==> src/rtl/nirp_pkg.sv <==
`timescale 1ns / 1ps
// ----------------------------------------------------------------------------
// nirp_pkg
// shared types, codes and helpers of the infrared pulse decoder
// ----------------------------------------------------------------------------
package nirp_pkg;

  localparam int unsigned PADDR_W = 5;
  localparam int unsigned TDATA_IN_W = 16;
  localparam int unsigned TUSER_IN_W = 2;
  localparam int unsigned TDATA_OUT_W = 24;

  localparam logic [3:0] TIMEOUT_TICKS = 4'd14;

  // event codes
  localparam logic [1:0] CMD_RISE = 2'd0;
  localparam logic [1:0] CMD_FALL = 2'd1;
  localparam logic [1:0] CMD_TICK = 2'd2;
  localparam logic [1:0] CMD_SCAN = 2'd3;

  // register indexes
  localparam logic [2:0] REG_ZERO_WIN   = 3'd0;
  localparam logic [2:0] REG_ONE_WIN    = 3'd1;
  localparam logic [2:0] REG_REPEAT_WIN = 3'd2;
  localparam logic [2:0] REG_HEADER_WIN = 3'd3;
  localparam logic [2:0] REG_REMOTE     = 3'd4;

  typedef struct packed {
    logic [31:0] zero_window;
    logic [31:0] one_window;
    logic [31:0] repeat_window;
    logic [31:0] header_window;
    logic [7:0]  remote_address;
  } cfg_t;

  typedef struct packed {
    logic [1:0]  cmd;
    logic [15:0] pulse_width;
  } item_t;

  typedef struct packed {
    logic [7:0] repeat_total;
    logic       frame_active;
    logic       frame_ready;
    logic [7:0] key_code;
  } result_t;

  // strict window: min < width < max
  function automatic logic in_window(input logic [31:0] win, input logic [15:0] w);
    in_window = (w > win[15:0]) && (w < win[31:16]);
  endfunction

endpackage

==> src/rtl/nirp_apb_regs.sv <==
`timescale 1ns / 1ps
// ----------------------------------------------------------------------------
// nirp_apb_regs
// configuration registers behind an apb-style port
// ----------------------------------------------------------------------------
module nirp_apb_regs (
  input  logic                          clk_i,
  input  logic                          rst_ni,
  input  logic                          psel,
  input  logic                          penable,
  input  logic                          pwrite,
  input  logic [nirp_pkg::PADDR_W-1:0]  paddr,
  input  logic [31:0]                   pwdata,
  output logic [31:0]                   prdata,
  output logic                          pready,
  output nirp_pkg::cfg_t                cfg_o
);
  import nirp_pkg::*;

  cfg_t       cfg_q;
  logic       wr_en;
  logic [2:0] idx;

  assign pready = 1'b1;
  assign wr_en  = psel & penable & pwrite;
  assign idx    = paddr[4:2];

  always_ff @(posedge clk_i or negedge rst_ni) begin
    if (!rst_ni) begin
      cfg_q.zero_window    <= 32'd52429100;
      cfg_q.one_window     <= 32'd117966200;
      cfg_q.repeat_window  <= 32'd170395800;
      cfg_q.header_window  <= 32'd308023400;
      cfg_q.remote_address <= 8'd0;
    end else if (wr_en) begin
      case (idx)
        REG_ZERO_WIN:   cfg_q.zero_window    <= pwdata;
        REG_ONE_WIN:    cfg_q.one_window     <= pwdata;
        REG_REPEAT_WIN: cfg_q.repeat_window  <= pwdata;
        REG_HEADER_WIN: cfg_q.header_window  <= pwdata;
        REG_REMOTE:     cfg_q.remote_address <= pwdata[7:0];
        default: ;
      endcase
    end
  end

  always_comb begin
    case (idx)
      REG_ZERO_WIN:   prdata = cfg_q.zero_window;
      REG_ONE_WIN:    prdata = cfg_q.one_window;
      REG_REPEAT_WIN: prdata = cfg_q.repeat_window;
      REG_HEADER_WIN: prdata = cfg_q.header_window;
      REG_REMOTE:     prdata = {24'd0, cfg_q.remote_address};
      default:        prdata = 32'd0;
    endcase
  end

  assign cfg_o = cfg_q;

endmodule

==> src/rtl/nirp_in_stage.sv <==
`timescale 1ns / 1ps
// ----------------------------------------------------------------------------
// nirp_in_stage
// input register for one event word
// ----------------------------------------------------------------------------
module nirp_in_stage (
  input  logic                             clk_i,
  input  logic                             rst_ni,
  input  logic                             s_valid_i,
  output logic                             s_ready_o,
  input  logic [nirp_pkg::TDATA_IN_W-1:0]  s_data_i,
  input  logic [nirp_pkg::TUSER_IN_W-1:0]  s_user_i,
  input  logic                             take_i,
  output logic                             valid_o,
  output nirp_pkg::item_t                  item_o
);
  import nirp_pkg::*;

  logic  valid_q;
  item_t item_q;

  assign s_ready_o = !valid_q || take_i;

  always_ff @(posedge clk_i or negedge rst_ni) begin
    if (!rst_ni) begin
      valid_q <= 1'b0;
    end else if (s_ready_o) begin
      valid_q <= s_valid_i;
    end
  end

  always_ff @(posedge clk_i) begin
    if (s_ready_o && s_valid_i) begin
      item_q.cmd         <= s_user_i;
      item_q.pulse_width <= s_data_i;
    end
  end

  assign valid_o = valid_q;
  assign item_o  = item_q;

endmodule

==> src/rtl/nirp_core.sv <==
`timescale 1ns / 1ps
// ----------------------------------------------------------------------------
// nirp_core
// frame state and combinational event handling
// ----------------------------------------------------------------------------
module nirp_core (
  input  logic              clk_i,
  input  logic              rst_ni,
  input  logic              step_i,
  input  nirp_pkg::item_t   item_i,
  input  nirp_pkg::cfg_t    cfg_i,
  output nirp_pkg::result_t result_o
);
  import nirp_pkg::*;

  logic        hs_q, hs_d;
  logic        rf_q, rf_d;
  logic        hc_q, hc_d;
  logic [3:0]  ot_q, ot_d;
  logic [31:0] cs_q, cs_d;
  logic [7:0]  rc_q, rc_d;
  logic [7:0]  key;
  logic        addr_ok;
  logic        cmd_ok;

  assign addr_ok = (cs_q[7:0] == ~cs_q[15:8]) && (cs_q[7:0] == cfg_i.remote_address);
  assign cmd_ok  = (cs_q[23:16] == ~cs_q[31:24]);

  always_comb begin
    hs_d = hs_q;
    rf_d = rf_q;
    hc_d = hc_q;
    ot_d = ot_q;
    cs_d = cs_q;
    rc_d = rc_q;
    key  = 8'd0;
    case (item_i.cmd)
      CMD_RISE: begin
        hc_d = 1'b1;
      end
      CMD_FALL: begin
        if (hc_q) begin
          if (hs_q) begin
            if (in_window(cfg_i.zero_window, item_i.pulse_width)) begin
              cs_d = {1'b0, cs_q[31:1]};
            end else if (in_window(cfg_i.one_window, item_i.pulse_width)) begin
              cs_d = {1'b1, cs_q[31:1]};
            end else if (in_window(cfg_i.repeat_window, item_i.pulse_width)) begin
              rc_d = rc_q + 8'd1;
              ot_d = 4'd0;
            end
          end else if (in_window(cfg_i.header_window, item_i.pulse_width)) begin
            hs_d = 1'b1;
            rc_d = 8'd0;
          end
        end
        hc_d = 1'b0;
      end
      CMD_TICK: begin
        if (hs_q) begin
          hc_d = 1'b0;
          if (ot_q == 4'd0) begin
            rf_d = 1'b1;
          end
          if (ot_q < TIMEOUT_TICKS) begin
            ot_d = ot_q + 4'd1;
          end else begin
            hs_d = 1'b0;
            ot_d = 4'd0;
          end
        end
      end
      CMD_SCAN: begin
        if (rf_q) begin
          if (addr_ok && cmd_ok) begin
            key = cs_q[23:16];
          end
          if (key == 8'd0 || !hs_q) begin
            rf_d = 1'b0;
            rc_d = 8'd0;
          end
        end
      end
      default: ;
    endcase
  end

  always_ff @(posedge clk_i or negedge rst_ni) begin
    if (!rst_ni) begin
      hs_q <= 1'b0;
      rf_q <= 1'b0;
      hc_q <= 1'b0;
      ot_q <= 4'd0;
      cs_q <= 32'd0;
      rc_q <= 8'd0;
    end else if (step_i) begin
      hs_q <= hs_d;
      rf_q <= rf_d;
      hc_q <= hc_d;
      ot_q <= ot_d;
      cs_q <= cs_d;
      rc_q <= rc_d;
    end
  end

  assign result_o.key_code     = key;
  assign result_o.frame_ready  = rf_d;
  assign result_o.frame_active = hs_d;
  assign result_o.repeat_total = rc_d;

endmodule

==> src/rtl/nirp_out_stage.sv <==
`timescale 1ns / 1ps
// ----------------------------------------------------------------------------
// nirp_out_stage
// result register toward the downstream stream
// ----------------------------------------------------------------------------
module nirp_out_stage (
  input  logic                              clk_i,
  input  logic                              rst_ni,
  input  logic                              load_i,
  input  nirp_pkg::result_t                 result_i,
  output logic                              ready_o,
  output logic                              m_valid_o,
  input  logic                              m_ready_i,
  output logic [nirp_pkg::TDATA_OUT_W-1:0]  m_data_o
);
  import nirp_pkg::*;

  logic    valid_q;
  result_t result_q;

  assign ready_o = !valid_q || m_ready_i;

  always_ff @(posedge clk_i or negedge rst_ni) begin
    if (!rst_ni) begin
      valid_q <= 1'b0;
    end else if (ready_o) begin
      valid_q <= load_i;
    end
  end

  always_ff @(posedge clk_i) begin
    if (load_i) begin
      result_q <= result_i;
    end
  end

  assign m_valid_o = valid_q;
  assign m_data_o  = {6'd0, result_q};

endmodule

==> src/rtl/nec_ir_pulse_decoder.sv <==
`timescale 1ns / 1ps
// ----------------------------------------------------------------------------
// nec_ir_pulse_decoder
// nec infrared receiver decoder, one channel
// ----------------------------------------------------------------------------
// usage:
//   slave stream carries one event word: tuser = event kind (rise, fall,
//   tick, scan), tdata = measured high width. master stream returns one
//   status word per event: decoded key, frame ready, frame active and the
//   repeat count. the window and address registers sit on the apb port;
//   the user must write them only while the stream is idle, and
//   the block itself does not enforce this. an accepted word passes the
//   input register, then event handling into the result register.
//   throughput is one word per cycle while the receiver takes every word.
//   when the receiver stalls, the result register holds its word and the
//   input register keeps one more; s_axis_tready drops once both are full.
//   reset clears the frame state, both valid flags and loads the default
//   windows with a zero remote address.
// ----------------------------------------------------------------------------
module nec_ir_pulse_decoder (
  input  logic                              clk_i,
  input  logic                              rst_ni,
  input  logic                              s_axis_tvalid,
  output logic                              s_axis_tready,
  input  logic [nirp_pkg::TDATA_IN_W-1:0]   s_axis_tdata,  // pulse_width
  input  logic [nirp_pkg::TUSER_IN_W-1:0]   s_axis_tuser,  // cmd
  output logic                              m_axis_tvalid,
  input  logic                              m_axis_tready,
  // key_code[7:0], frame_ready[8], frame_active[9], repeat_total[17:10], zero pad
  output logic [nirp_pkg::TDATA_OUT_W-1:0]  m_axis_tdata,
  input  logic                              psel,
  input  logic                              penable,
  input  logic                              pwrite,
  input  logic [nirp_pkg::PADDR_W-1:0]      paddr,
  input  logic [31:0]                       pwdata,
  output logic [31:0]                       prdata,
  output logic                              pready
);
  import nirp_pkg::*;

  cfg_t    cfg;
  item_t   item;
  result_t result;
  logic    in_valid;
  logic    out_ready;
  logic    step;

  assign step = in_valid & out_ready;

  nirp_apb_regs u_regs (
    .clk_i   (clk_i),
    .rst_ni  (rst_ni),
    .psel    (psel),
    .penable (penable),
    .pwrite  (pwrite),
    .paddr   (paddr),
    .pwdata  (pwdata),
    .prdata  (prdata),
    .pready  (pready),
    .cfg_o   (cfg)
  );

  nirp_in_stage u_in (
    .clk_i     (clk_i),
    .rst_ni    (rst_ni),
    .s_valid_i (s_axis_tvalid),
    .s_ready_o (s_axis_tready),
    .s_data_i  (s_axis_tdata),
    .s_user_i  (s_axis_tuser),
    .take_i    (step),
    .valid_o   (in_valid),
    .item_o    (item)
  );

  nirp_core u_core (
    .clk_i    (clk_i),
    .rst_ni   (rst_ni),
    .step_i   (step),
    .item_i   (item),
    .cfg_i    (cfg),
    .result_o (result)
  );

  nirp_out_stage u_out (
    .clk_i     (clk_i),
    .rst_ni    (rst_ni),
    .load_i    (step),
    .result_i  (result),
    .ready_o   (out_ready),
    .m_valid_o (m_axis_tvalid),
    .m_ready_i (m_axis_tready),
    .m_data_o  (m_axis_tdata)
  );

endmodule

==> config.mk <==
export PLATFORM = sky130hd
export DESIGN_NAME = nec_ir_pulse_decoder
export DESIGN_NICKNAME = d
export VERILOG_FILES = /design/src/rtl/nirp_pkg.sv /design/src/rtl/nirp_apb_regs.sv /design/src/rtl/nirp_in_stage.sv /design/src/rtl/nirp_core.sv /design/src/rtl/nirp_out_stage.sv /design/src/rtl/nec_ir_pulse_decoder.sv
export SDC_FILE = /design/constraint.sdc
export NUM_CORES = 1
export LEC_CHECK = 0
export BUFFER_PORTS_ARGS = -buffer_cell sky130_fd_sc_hd__buf_4
export CAP_MARGIN = 20
export CORE_MARGIN = 2
export CORE_UTILIZATION = 35
export CTS_CLUSTER_SIZE = 14
export DETAILED_ROUTE_END_ITERATION = 8
export RECOVER_POWER = 100
export SETUP_SLACK_MARGIN = 0.3
export SLEW_MARGIN = 20
export SYNTH_ARGS = -nofsm -noshare
export SYNTH_HDL_FRONTEND = slang
export SYNTH_SLANG_ARGS = --single-unit
export TNS_END_PERCENT = 10
==> constraint.sdc <==
create_clock -name clk_i -period 9.24 [get_ports clk_i]
set_clock_uncertainty 0.05 [all_clocks]
set_input_delay 1.386 -clock clk_i [delete_from_list [all_inputs] [get_ports clk_i]]
set_output_delay 1.386 -clock clk_i [all_outputs]
set_load 0.01 [all_outputs]
## Word level (Yosys, flattened, before mapping)

Cells that the tools add are included.

| operators by class | value |
|---|---|
| eq/ne operators | 16 |
| $add $sub $neg | 2 |
| bitwise gates (word level) | 5 |
| $lt $le $gt $ge | 9 |
| mux-type cells | 36 |
| reductions and logical operators | 29 |

Operators with widths:

| kind | count |
|---|---|
| $pmux W32 S5 | 1 |
| $mux W8 | 11 |
| $gt A16 B16 Y1 | 4 |
| $lt A16 B16 Y1 | 4 |
| $mux W32 | 2 |
| $mux W4 | 7 |
| $eq A8 B8 Y1 | 3 |
| $not A8 Y8 | 2 |
| $pmux W8 S2 | 1 |
| $reduce_and A2 Y1 | 6 |
| $mux W1 | 10 |
| $add A8 B1 Y8 const B | 1 |
| $logic_not A8 Y1 | 1 |
| $ne A2 B1 Y1 const B | 4 |
| $pmux W4 S2 | 1 |
| $reduce_and A8 Y1 | 1 |
| $logic_and A1 B1 Y1 | 7 |
| $eq A3 B2 Y1 const B | 2 |
| $reduce_and A5 Y1 | 1 |
| $add A4 B1 Y4 const B | 1 |
| $eq A2 B2 Y1 const B | 2 |
| $logic_not A4 Y1 | 1 |
| $lt A4 B4 Y1 const B | 1 |
| $ne A2 B2 Y1 const B | 2 |
| 13 further kinds | 21 |

| word-level totals | value |
|---|---|
| logic and storage cells | 116 |
| flip-flop bits (word level) | 221 |
| bits of input ports | 62 |
| output and inout port bits | 59 |

## Depth between registers and ports, before layout

Gate-level depths: netlist of the first run.

| depth | value |
|---|---|
| depth after elaboration | 12 |
| gate-level depth with buffers | 12 |
| mapped depth without buffers | 10 |

## Cells and area by module

Synthesis of the first run repeated with hierarchy kept, for this count alone.

| second synthesis, totals | value |
|---|---|
| cell total of the unflattened synthesis | 1168 |
| area, all modules | 13519.2 um^2 |

Modules (own cells, without submodules):

| module | cells each | sequential area each (um^2) | area an instance (um^2) | times used |
|---|---|---|---|---|
| nirp_apb_regs | 394 | 3447.1 | 6336.1 | 1 |
| nirp_core | 723 | 1176.1 | 5945.7 | 1 |
| nirp_out_stage | 28 | 565.5 | 636.9 | 1 |
| nirp_in_stage | 22 | 565.5 | 594.3 | 1 |
| nec_ir_pulse_decoder | 1 | 0.0 | 6.3 | 1 |

## Worst setup path before layout of the first run

No wires, ideal clock.

| timing | value |
|---|---|
| path kind | input to output |
| start | in paddr[3] (netlist name) |
| end | out prdata[29] |
| stages | 5 |
| path buffers | 3 |
| required time | 7804 ps |
| slack | 4718 ps |
| arrival time | 3086 ps |
| cell sequence | clkbuf_1 buf_1 clkbuf_1 mux4_2 nor2b_1 |

| on the way | value |
|---|---|
| word-level cells in the longest chain between the ends | 2 |
| elaborated cells between the ends (all ways) | 6 |
| classes of those cells | 4 x eq/ne; 1 x mux; 1 x reduce/logical |

RTL lines:

| item | RTL line | source |
|---|---|---|
| start, declared | nec_ir_pulse_decoder.sv:34 | `input logic [nirp_pkg::PADDR_W-1:0] paddr,` |
| $eq A3 B3 Y1 (tied with other cells) | nirp_apb_regs.sv:48 | `case (idx)` |
| $pmux W32 S5 (*) | nirp_apb_regs.sv:48 |  |
| end, declared | nec_ir_pulse_decoder.sv:36 | `output logic [31:0] prdata,` |

Every way passes the cells marked *; elsewhere a longest branch is shown, timed or not.

## Worst setup path in the final report of the first run

| timing | value |
|---|---|
| start | in paddr[3] (netlist name) |
| end | out prdata[2] |

The elaborated chain is that of the path after synthesis.

==> summary.txt, run 1 <==
Yosys
  – Post-Synth XOR/XNOR Area: 0.948%
  – Post-synthesis register bit count: roughly 220
  – Mux contribution to synthesized area: around an eighth
  – Most common cell in the netlist: dfrtp_1
  – Synth Area in Adders: 12.6%
  – YS warnings: 0
  – Dominant cells by area after synthesis: dfrtp_1 (29%), ha_1 (13%), edfxtp_1 (8.4%), dfstp_2 (7.1%), mux2_2 (6.7%)
  – Syn Inst Count: 1,240
  – Synth area leader: dfrtp_1
  – Avg Inst Size Synth: approximately 10 um2
  – Register area share after synthesis: approximately 44%
  – Synth Area in Simple Gates: 12.0%
  – Unique cell type count in the Yosys netlist: 66
  – Mapped Area: roughly 13,000 um2
  – Synth top cells by count: dfrtp_1 (150), inv_1 (140), ha_1 (130)
  – Synth Flop Type: dfrtp_1
  – Post-synth EDFFs: 36
  – Largest family of logic cells by synthesized area: adder cells
  – Post-synthesis compound-gate area fraction: 11.7%
  – Async SR Flop Fraction: 83.7%
  – Top cell type's share of synthesized area: 29.0%

Finish
  – P&R area growth vs syn: 14.5%
  – Ant. Diodes: 0
  – Layout cells sized above 1: 17.1%
  – Final #Nets: 1,532
  – Post-layout util: 40.5%

Job
  – Max cap viols: 8

Clock network
  – TritonCTS clock tree: built
  – Hold Buf Count CTS: 0
  – Clk root buf: clkbuf_16
  – # clock sinks: ~220
  – CTS Buf Count: 25
  – Post-CTS setup buffer count: 0
  – Worst-path clk slew: 0.06 ns
  – H-tree levels: 1
  – Clock latency on the worst-skew pair: ~0.53 ns
  – Resized cells post-CTS: 0
  – Clock Path Buffers: 3

Place
  – Post-DP HPWL: 24,800 um
  – Gpl congestion: 0.857
  – I/O Buffers: 111
  – Dpl ws: 4.65 ns

Global route
  – Grt ovf: 0
  – First-pass GRT wire length: 54,400 um
  – Met3 Usage GRT: 2.97%
  – GRT Overall Usage: a little under a fifth
  – Initial antenna violation count: 2
  – Largest net degree at the start of global routing: 74
  – Met1 usage: 25.6%
  – GRT Max-Usage Layer: met2
  – Vias in the first global route: 9,472
  – Grt met2 use: between 20% and 30%

Die
  – Row cnt: 70
  – Core ar.: about 37,000 um2
  – I/O pins: 121
  – Die ar.: 38,500 um2
  – Die H: just under 200 um
  – Die X: between 150 and 200 um
  – Initial Utilization: 35.4%

Worst setup path
  – CP most frequent cell: clkbuf_1
  – Worst Setup Path Type: input pin to output pin
  – Crit-path max FO: 44
  – Critical path origin: paddr[3]
  – Delay of the slowest critical-path stage: 2.30 ns
  – Reg2Reg Launch Point: u_in.item_o[2]$_DFFE_PP_
  – Critical Path RT: 7.80 ns
  – Worst path arrival time: 5.25 ns
  – Startpoint types: input pin
  – Buf/Inv on CP: 2
  – CP Capture Type: output pin
  – CP max stage cell: clkbuf_1
  – Largest delay share family, worst path: buffers and inverters
  – Crit-path cells: clkbuf_1, nor2b_1, a21oi_1, o22ai_1, clkbuf_1

STA
  – Fin crit period: 6.69 ns
  – Setup TNS Final: 0 ns
  – Worst-Margin Slew: about 3.3 ns
  – RSZ-0062 raised after global routing: no
  – Relative slew slack: -121%
  – Fin. Hold Viols: 0
  – Fmax achieved: between 100 and 150 MHz
  – Slew Viols, Final: 357
  – Final cycle utilization of the critical path: 72.4%
  – Final worst slack: 2.55 ns
  – Setup violations, final: 0
  – Hold Slack: around 0.44 ns

Power and ir drop
  – VDD IR max: ~0.12 mV
  – Leakage power total: approximately 6.7 nW
  – Power per cell area: 213 nW/um2

Route
  – Routed wire length: between 30,000 and 40,000 um
  – Residual DRC: 0
  – Drt first-iter violations: about 660
  – Wire length per cell: 19.0 um
  – Total vias in the final route: 9,615
  – Post-route ant nets: 0
  – Drt first pass iters: 5
  – Drt via density: about 5.3

Status
  – Status: finished with violations
  – Violated checks: max-capacitance violations, max-slew violations

Worst hold path
  – Min-delay src: u_in.valid_o$_DFFE_PN0N_
  – Hold WC Path Type: register to register
per-stage QoR:
| stage | instances | power, mW | area (um2) |
|---|---|---|---|
| 6_report | 1826 | 3.15 | 14800 |
| 3_3_place_gp | 1780 | 2.11 | 14200 |
| 4_1_cts | 1825 | 3.20 | 15100 |
| 2_1_floorplan | 1245 | 1.84 | 12900 |
| 3_5_place_dp | 1780 | 2.14 | 14200 |
| 5_1_grt | 1826 | 3.34 | 14800 |
cell families after synthesis:
logic type                 Yosys count
xor gates and xnor gates            14
adders and majority gates          130
buffers and inverters              192
DFF                                221
muxes                              120
AOI/OAI and AO/OA                  247
other                                2
and+or+nand+nor                    314
per-layer routing:
metal	routed length, um	vias to the layer above
li1	-	4597
met1	16300	4718
met2	15800	256
met3	2080	40
met4	507	4
met5	25	-
registers in the layout, summed over array words and instances, names as in the netlist:
name / cells
u_out.m_data_o: 18
u_regs.cfg_o: 136
u_core.rf_q: 1
u_core.cs_q: 32
u_in.item_o: 18
u_core.ot_q: 4
u_in.valid_o: 1
u_core.rc_q: 8
u_core.hc_q: 1
u_out.m_valid_o: 1
u_core.hs_q: 1
placed cells by master, fill, tap and decap left out, types with 4 or more instances in the layout:
cell type  instances
a2111oi_0          4
a211o_1            4
a211oi_1          11
a21o_1            14
a21oi_1           47
a31oi_1           12
and2_0             9
and3_1             4
and3b_1            4
and4_1             4
buf_4             40
bufinv_16          4
clkbuf_1          71
clkbuf_16         25
clkbuf_4          15
clkbuf_8           4
conb_1             7
dfrtp_1          150
dfstp_2           35
edfxtp_1          36
ha_1             130
inv_1            140
mux2_2            76
mux2i_1           18
mux4_2            24
nand2_1          128
nand2b_1          10
nand3_1           19
nand4_1           31
nor2_1            38
nor2b_1           29
nor3_1            11
nor3b_1            4
nor4_1             6
o211ai_1          12
o21ai_0          107
o22ai_1           10
o311ai_0           6
xor2_1            11
final cells by class:
cell class / instances / area, um2
clock buffer: 35 / 703
clock inverter: 10 / 158
fill: 3572 / 21700
inverter: 140 / 526
multi-input combinational: 832 / 6420
sequential: 221 / 5750
tap: 468 / 586
timing repair buffer: 120 / 657
power by group:
part | switching (mW) | leakage, nW | internal (mW)
logic | 0.446 | 3.69 | 0.337
clock network | 0.408 | 0.414 | 0.641
registers | 0.127 | 2.58 | 1.19
total | 0.981 | 6.68 | 2.17
worst paths after layout:
kind | depth (start not counted) | slack (ns) | endpoint
max | 5 | 2.55 | prdata[2]
min reg2reg | 1 | 0.44 | u_out.m_valid_o$_DFFE_PN0P_
min in group asynchronous | 1 | 1.76 | u_regs.cfg_o[58]$_DFFE_PN0P_
min | 1 | 0.44 | u_out.m_valid_o$_DFFE_PN0P_
max in group asynchronous | 2 | 5.21 | u_regs.cfg_o[6]$_DFFE_PN0P_
max reg2reg | 9 | 4.03 | u_out.m_data_o[17]$_DFFE_PP_
(Power assumes the default switching activity.)
==> run 2, diff against run 1 <==
--- a/config.mk
+++ b/config.mk
@@ -5,6 +5,7 @@
 export SDC_FILE = /design/constraint.sdc
 export NUM_CORES = 1
 export LEC_CHECK = 0
+export ABC_AREA = 1
 export BUFFER_PORTS_ARGS = -buffer_cell sky130_fd_sc_hd__buf_4
 export CAP_MARGIN = 20
 export CORE_MARGIN = 2
==> constraint.sdc (replaced) <==
create_clock -name clk_i -period 5.49 [get_ports clk_i]
set_clock_uncertainty 0.05 [all_clocks]
set_input_delay 0.8235 -clock clk_i [delete_from_list [all_inputs] [get_ports clk_i]]
set_output_delay 0.8235 -clock clk_i [all_outputs]
set_load 0.01 [all_outputs]
==> summary.txt, run 2 <==
Route
  – Drt first pass iters: 5 (unchanged)
  – Drt first-iter violations: 842 (+27%)
  – Total vias in the final route: 11,100 (+15%)
  – Drt via density: 4.99 (-5.3%)
  – Residual DRC: 0 (unchanged)
  – Routed wire length: 36,400 um (+4.7%)
  – Post-route ant nets: 0 (unchanged)
  – Wire length per cell: 16.4 um (-14%)

Clock network
  – Clock latency on the worst-skew pair: 0.54 ns (about the same)
  – TritonCTS clock tree: built
  – Resized cells post-CTS: 0 (unchanged)
  – # clock sinks: 221 (unchanged)
  – Clk root buf: clkbuf_16
  – H-tree levels: 1 (unchanged)
  – Clock Path Buffers: 3 (unchanged)
  – Post-CTS setup buffer count: 0 (unchanged)
  – Hold Buf Count CTS: 0 (unchanged)
  – CTS Buf Count: 26 (+4.0%)
  – Worst-path clk slew: 0.06 ns (about the same)

Power and ir drop
  – Leakage power total: 7.13 nW (+6.8%)
  – Power per cell area: 382 nW/um2 (+80%)
  – VDD IR max: 0.205 mV (+72%)

Worst hold path
  – Worst Hold Path EP: u_in.item_o[4]$_DFFE_PP_
  – Min-delay src: s_axis_tdata[4]
  – Hold WC Path Type: input pin to register
  – Worst hold path depth: 1 (unchanged)

STA
  – RSZ-0062 raised after global routing: no
  – Fmax achieved: 228 MHz
  – Setup violations, final: 0 (unchanged)
  – Setup TNS Final: 0 ns (unchanged)
  – Final cycle utilization of the critical path: 80.0%
  – Relative slew slack: -74.4% (+46 points)
  – Fin crit period: 4.39 ns
  – Slew Viols, Final: 240 (-33%)
  – Fin. Hold Viols: 0 (unchanged)
  – Worst-Margin Slew: 2.62 ns (-0.695 ns)

Yosys
  – Async SR Flop Fraction: 83.7% (unchanged)
  – Register area share after synthesis: 43.9% (-0.64 points)
  – Post-synthesis register bit count: 221 (unchanged)
  – Top cell type's share of synthesized area: 28.6% (-0.42 points)
  – Unique cell type count in the Yosys netlist: 49 (-26%)
  – Most common cell in the netlist: nand2_1
  – Synth top cells by count: nand2_1 (485), inv_1 (248), o21ai_0 (196)
  – Post-synth EDFFs: 36 (unchanged)
  – Mapped Area: 13,100 um2 (+1.5%)
  – Avg Inst Size Synth: 8.05 um2 (-23%)
  – Synth Flop Type: dfrtp_1
  – Synth area leader: dfrtp_1
  – Syn Inst Count: 1,629 (+31%)
  – Dominant cells by area after synthesis: dfrtp_1 (29%), nand2_1 (14%), ha_1 (12%), edfxtp_1 (8.2%), o21ai_0 (7.5%)
  – YS warnings: 0 (unchanged)

Finish
  – Fin cells: 2,218 (+21%)
  – Most frequent cells in the layout: nand2_1 (487), inv_1 (250), o21ai_0 (201)
  – Final #Nets: 1,922 (+25%)
  – P&R area growth vs syn: 14.5% (about the same)
  – Fillers: 3,796 (+6.3%)
  – Post-layout util: 40.8% (+0.30 points)
  – Multi-input gate area: 6150 um2 (-4.3%)
  – Commonest non-fill, non-tap cell in the layout: nand2_1
  – Storage cell area: 5750 um2 (unchanged)
  – Max reg flops: 136 (unchanged)
  – Layout cells sized above 1: 8.46% (-8.6 points)
  – Ant. Diodes: 0 (unchanged)

Die
  – Initial Utilization: 35.7% (+0.26 points)
  – Row cnt: 70 (unchanged)
  – Core ar.: 36,800 um2 (+0.72%)
  – Die X: 198 um (+0.72%)
  – Die H: 198 um (+0.72%)
  – I/O pins: 121 (unchanged)
  – Die ar.: 39,100 um2 (+1.4%)

Global route
  – Initial antenna violation count: 0 (-2)
  – Vias in the first global route: 10,700 (+13%)
  – Largest net degree at the start of global routing: 99 (+34%)
  – GRT Overall Usage: 18.8% (+0.66 points)
  – First-pass GRT wire length: 57,700 um (+6.2%)
  – Grt ovf: 0 (unchanged)

Worst setup path
  – Crit-path max FO: 16 (-64%)
  – Worst R2R End: u_core.cs_q[14]$_DFFE_PN0P_
  – R2r worst-path depth: 8 (-1)
  – R2R Setup Slk: 1.59 ns (-2.44 ns)
  – Critical Path RT: 4.62 ns (-3.18 ns)
  – Worst Setup Path Type: input pin to output pin
  – Worst path arrival time: 3.52 ns (-1.73 ns)
  – Startpoint types: input pin
  – Reg2Reg Launch Point: u_out.m_valid_o$_DFFE_PN0P_
  – CP Capture Type: output pin

Status
  – Violated checks: max-capacitance violations, max-slew violations
  – Status: finished with violations

Place
  – Post-Place Cells: 2,170 (+22%)
  – Gpl congestion: 0.910 (+6.2%)
  – I/O Buffers: 111 (unchanged)
  – Post-DP HPWL: 26,000 um (+4.6%)

Job
  – Max cap viols: 5 (-3)
## run 2: worst max-delay path: stages
cell	delay, ns
clkbuf_1	0.19
nor2_1	0.10
nand2_1	0.64
clkbuf_1	0.86
inv_1	0.20
a221oi_1	0.36
nand2_1	0.15
clkbuf_1	0.17
## run 2: kinds of logic (layout without fill, tap and decap cells)
group                    count (synthesis)  in the layout  share of synthesized area [%]
adder cells (fa/ha/maj)                130            130                           12.4
AND/OR/NAND/NOR                        644            644                           20.3
XOR/XNOR                                18             18                           1.20
AO/OA/AOI/OAI                          307            307                           13.0
flip-flops                             221            221                           43.9
buffers and inverters                  306            422                           9.06
multiplexers                             1              1                         0.0858
other                                    2              7                         0.0572
## run 2: layer usage
metal	share of wire, %	track usage, %	vias up
met4	2.0	4.18	0
met2	45	30.2	305
met1	48	27.1	5230
met3	5.4	2.34	43
li1	-	-	5485
met5	0	0	-
## run 2: power by group
part / internal, mW / total [mW] / switching, mW
Sequential: 2.09 / 2.44 / 0.357
Combinational: 0.584 / 1.48 / 0.891
Clock: 1.12 / 1.82 / 0.697
## run 2: layout make-up
class | count | area share (%)
Sequential cell | 221 | 38.3
Multi-Input combinational cell | 1107 | 40.9
Clock buffer | 40 | 5.22
Timing Repair Buffer | 121 | 4.49
Clock inverter | 8 | 0.833
Tap cell | 468 | 3.90
Inverter | 253 | 6.32
## run 2: metrics by stage
stage               hold WS (ns)  worst slack, ns  total power, mW  cell area, um2
detailed placement         0.423             1.74             4.00           14400
finish                     0.431             1.10             5.74           15000
global route               0.414             1.01             6.16           15000
CTS                        0.384             1.72             5.86           15300
global placement           0.419             1.81             3.95           14400
floorplan                  0.403             2.59             3.45           13100
## run 2: how the worst max path moves through the flow
stage / from / endpoint / slack (ns) / depth (start not counted)
2_1_floorplan: paddr[4] / prdata[11] / 2.59 / 5
4_1_cts: paddr[4] / prdata[0] / 1.72 / 8
6_report: paddr[3] / prdata[0] / 1.10 / 8
3_5_place_dp: paddr[2] / prdata[0] / 1.74 / 8
5_1_grt: paddr[3] / u_regs.cfg_o[96]$_DFFE_PN1P_ / 1.01 / 7
3_3_place_gp: paddr[2] / prdata[0] / 1.81 / 8
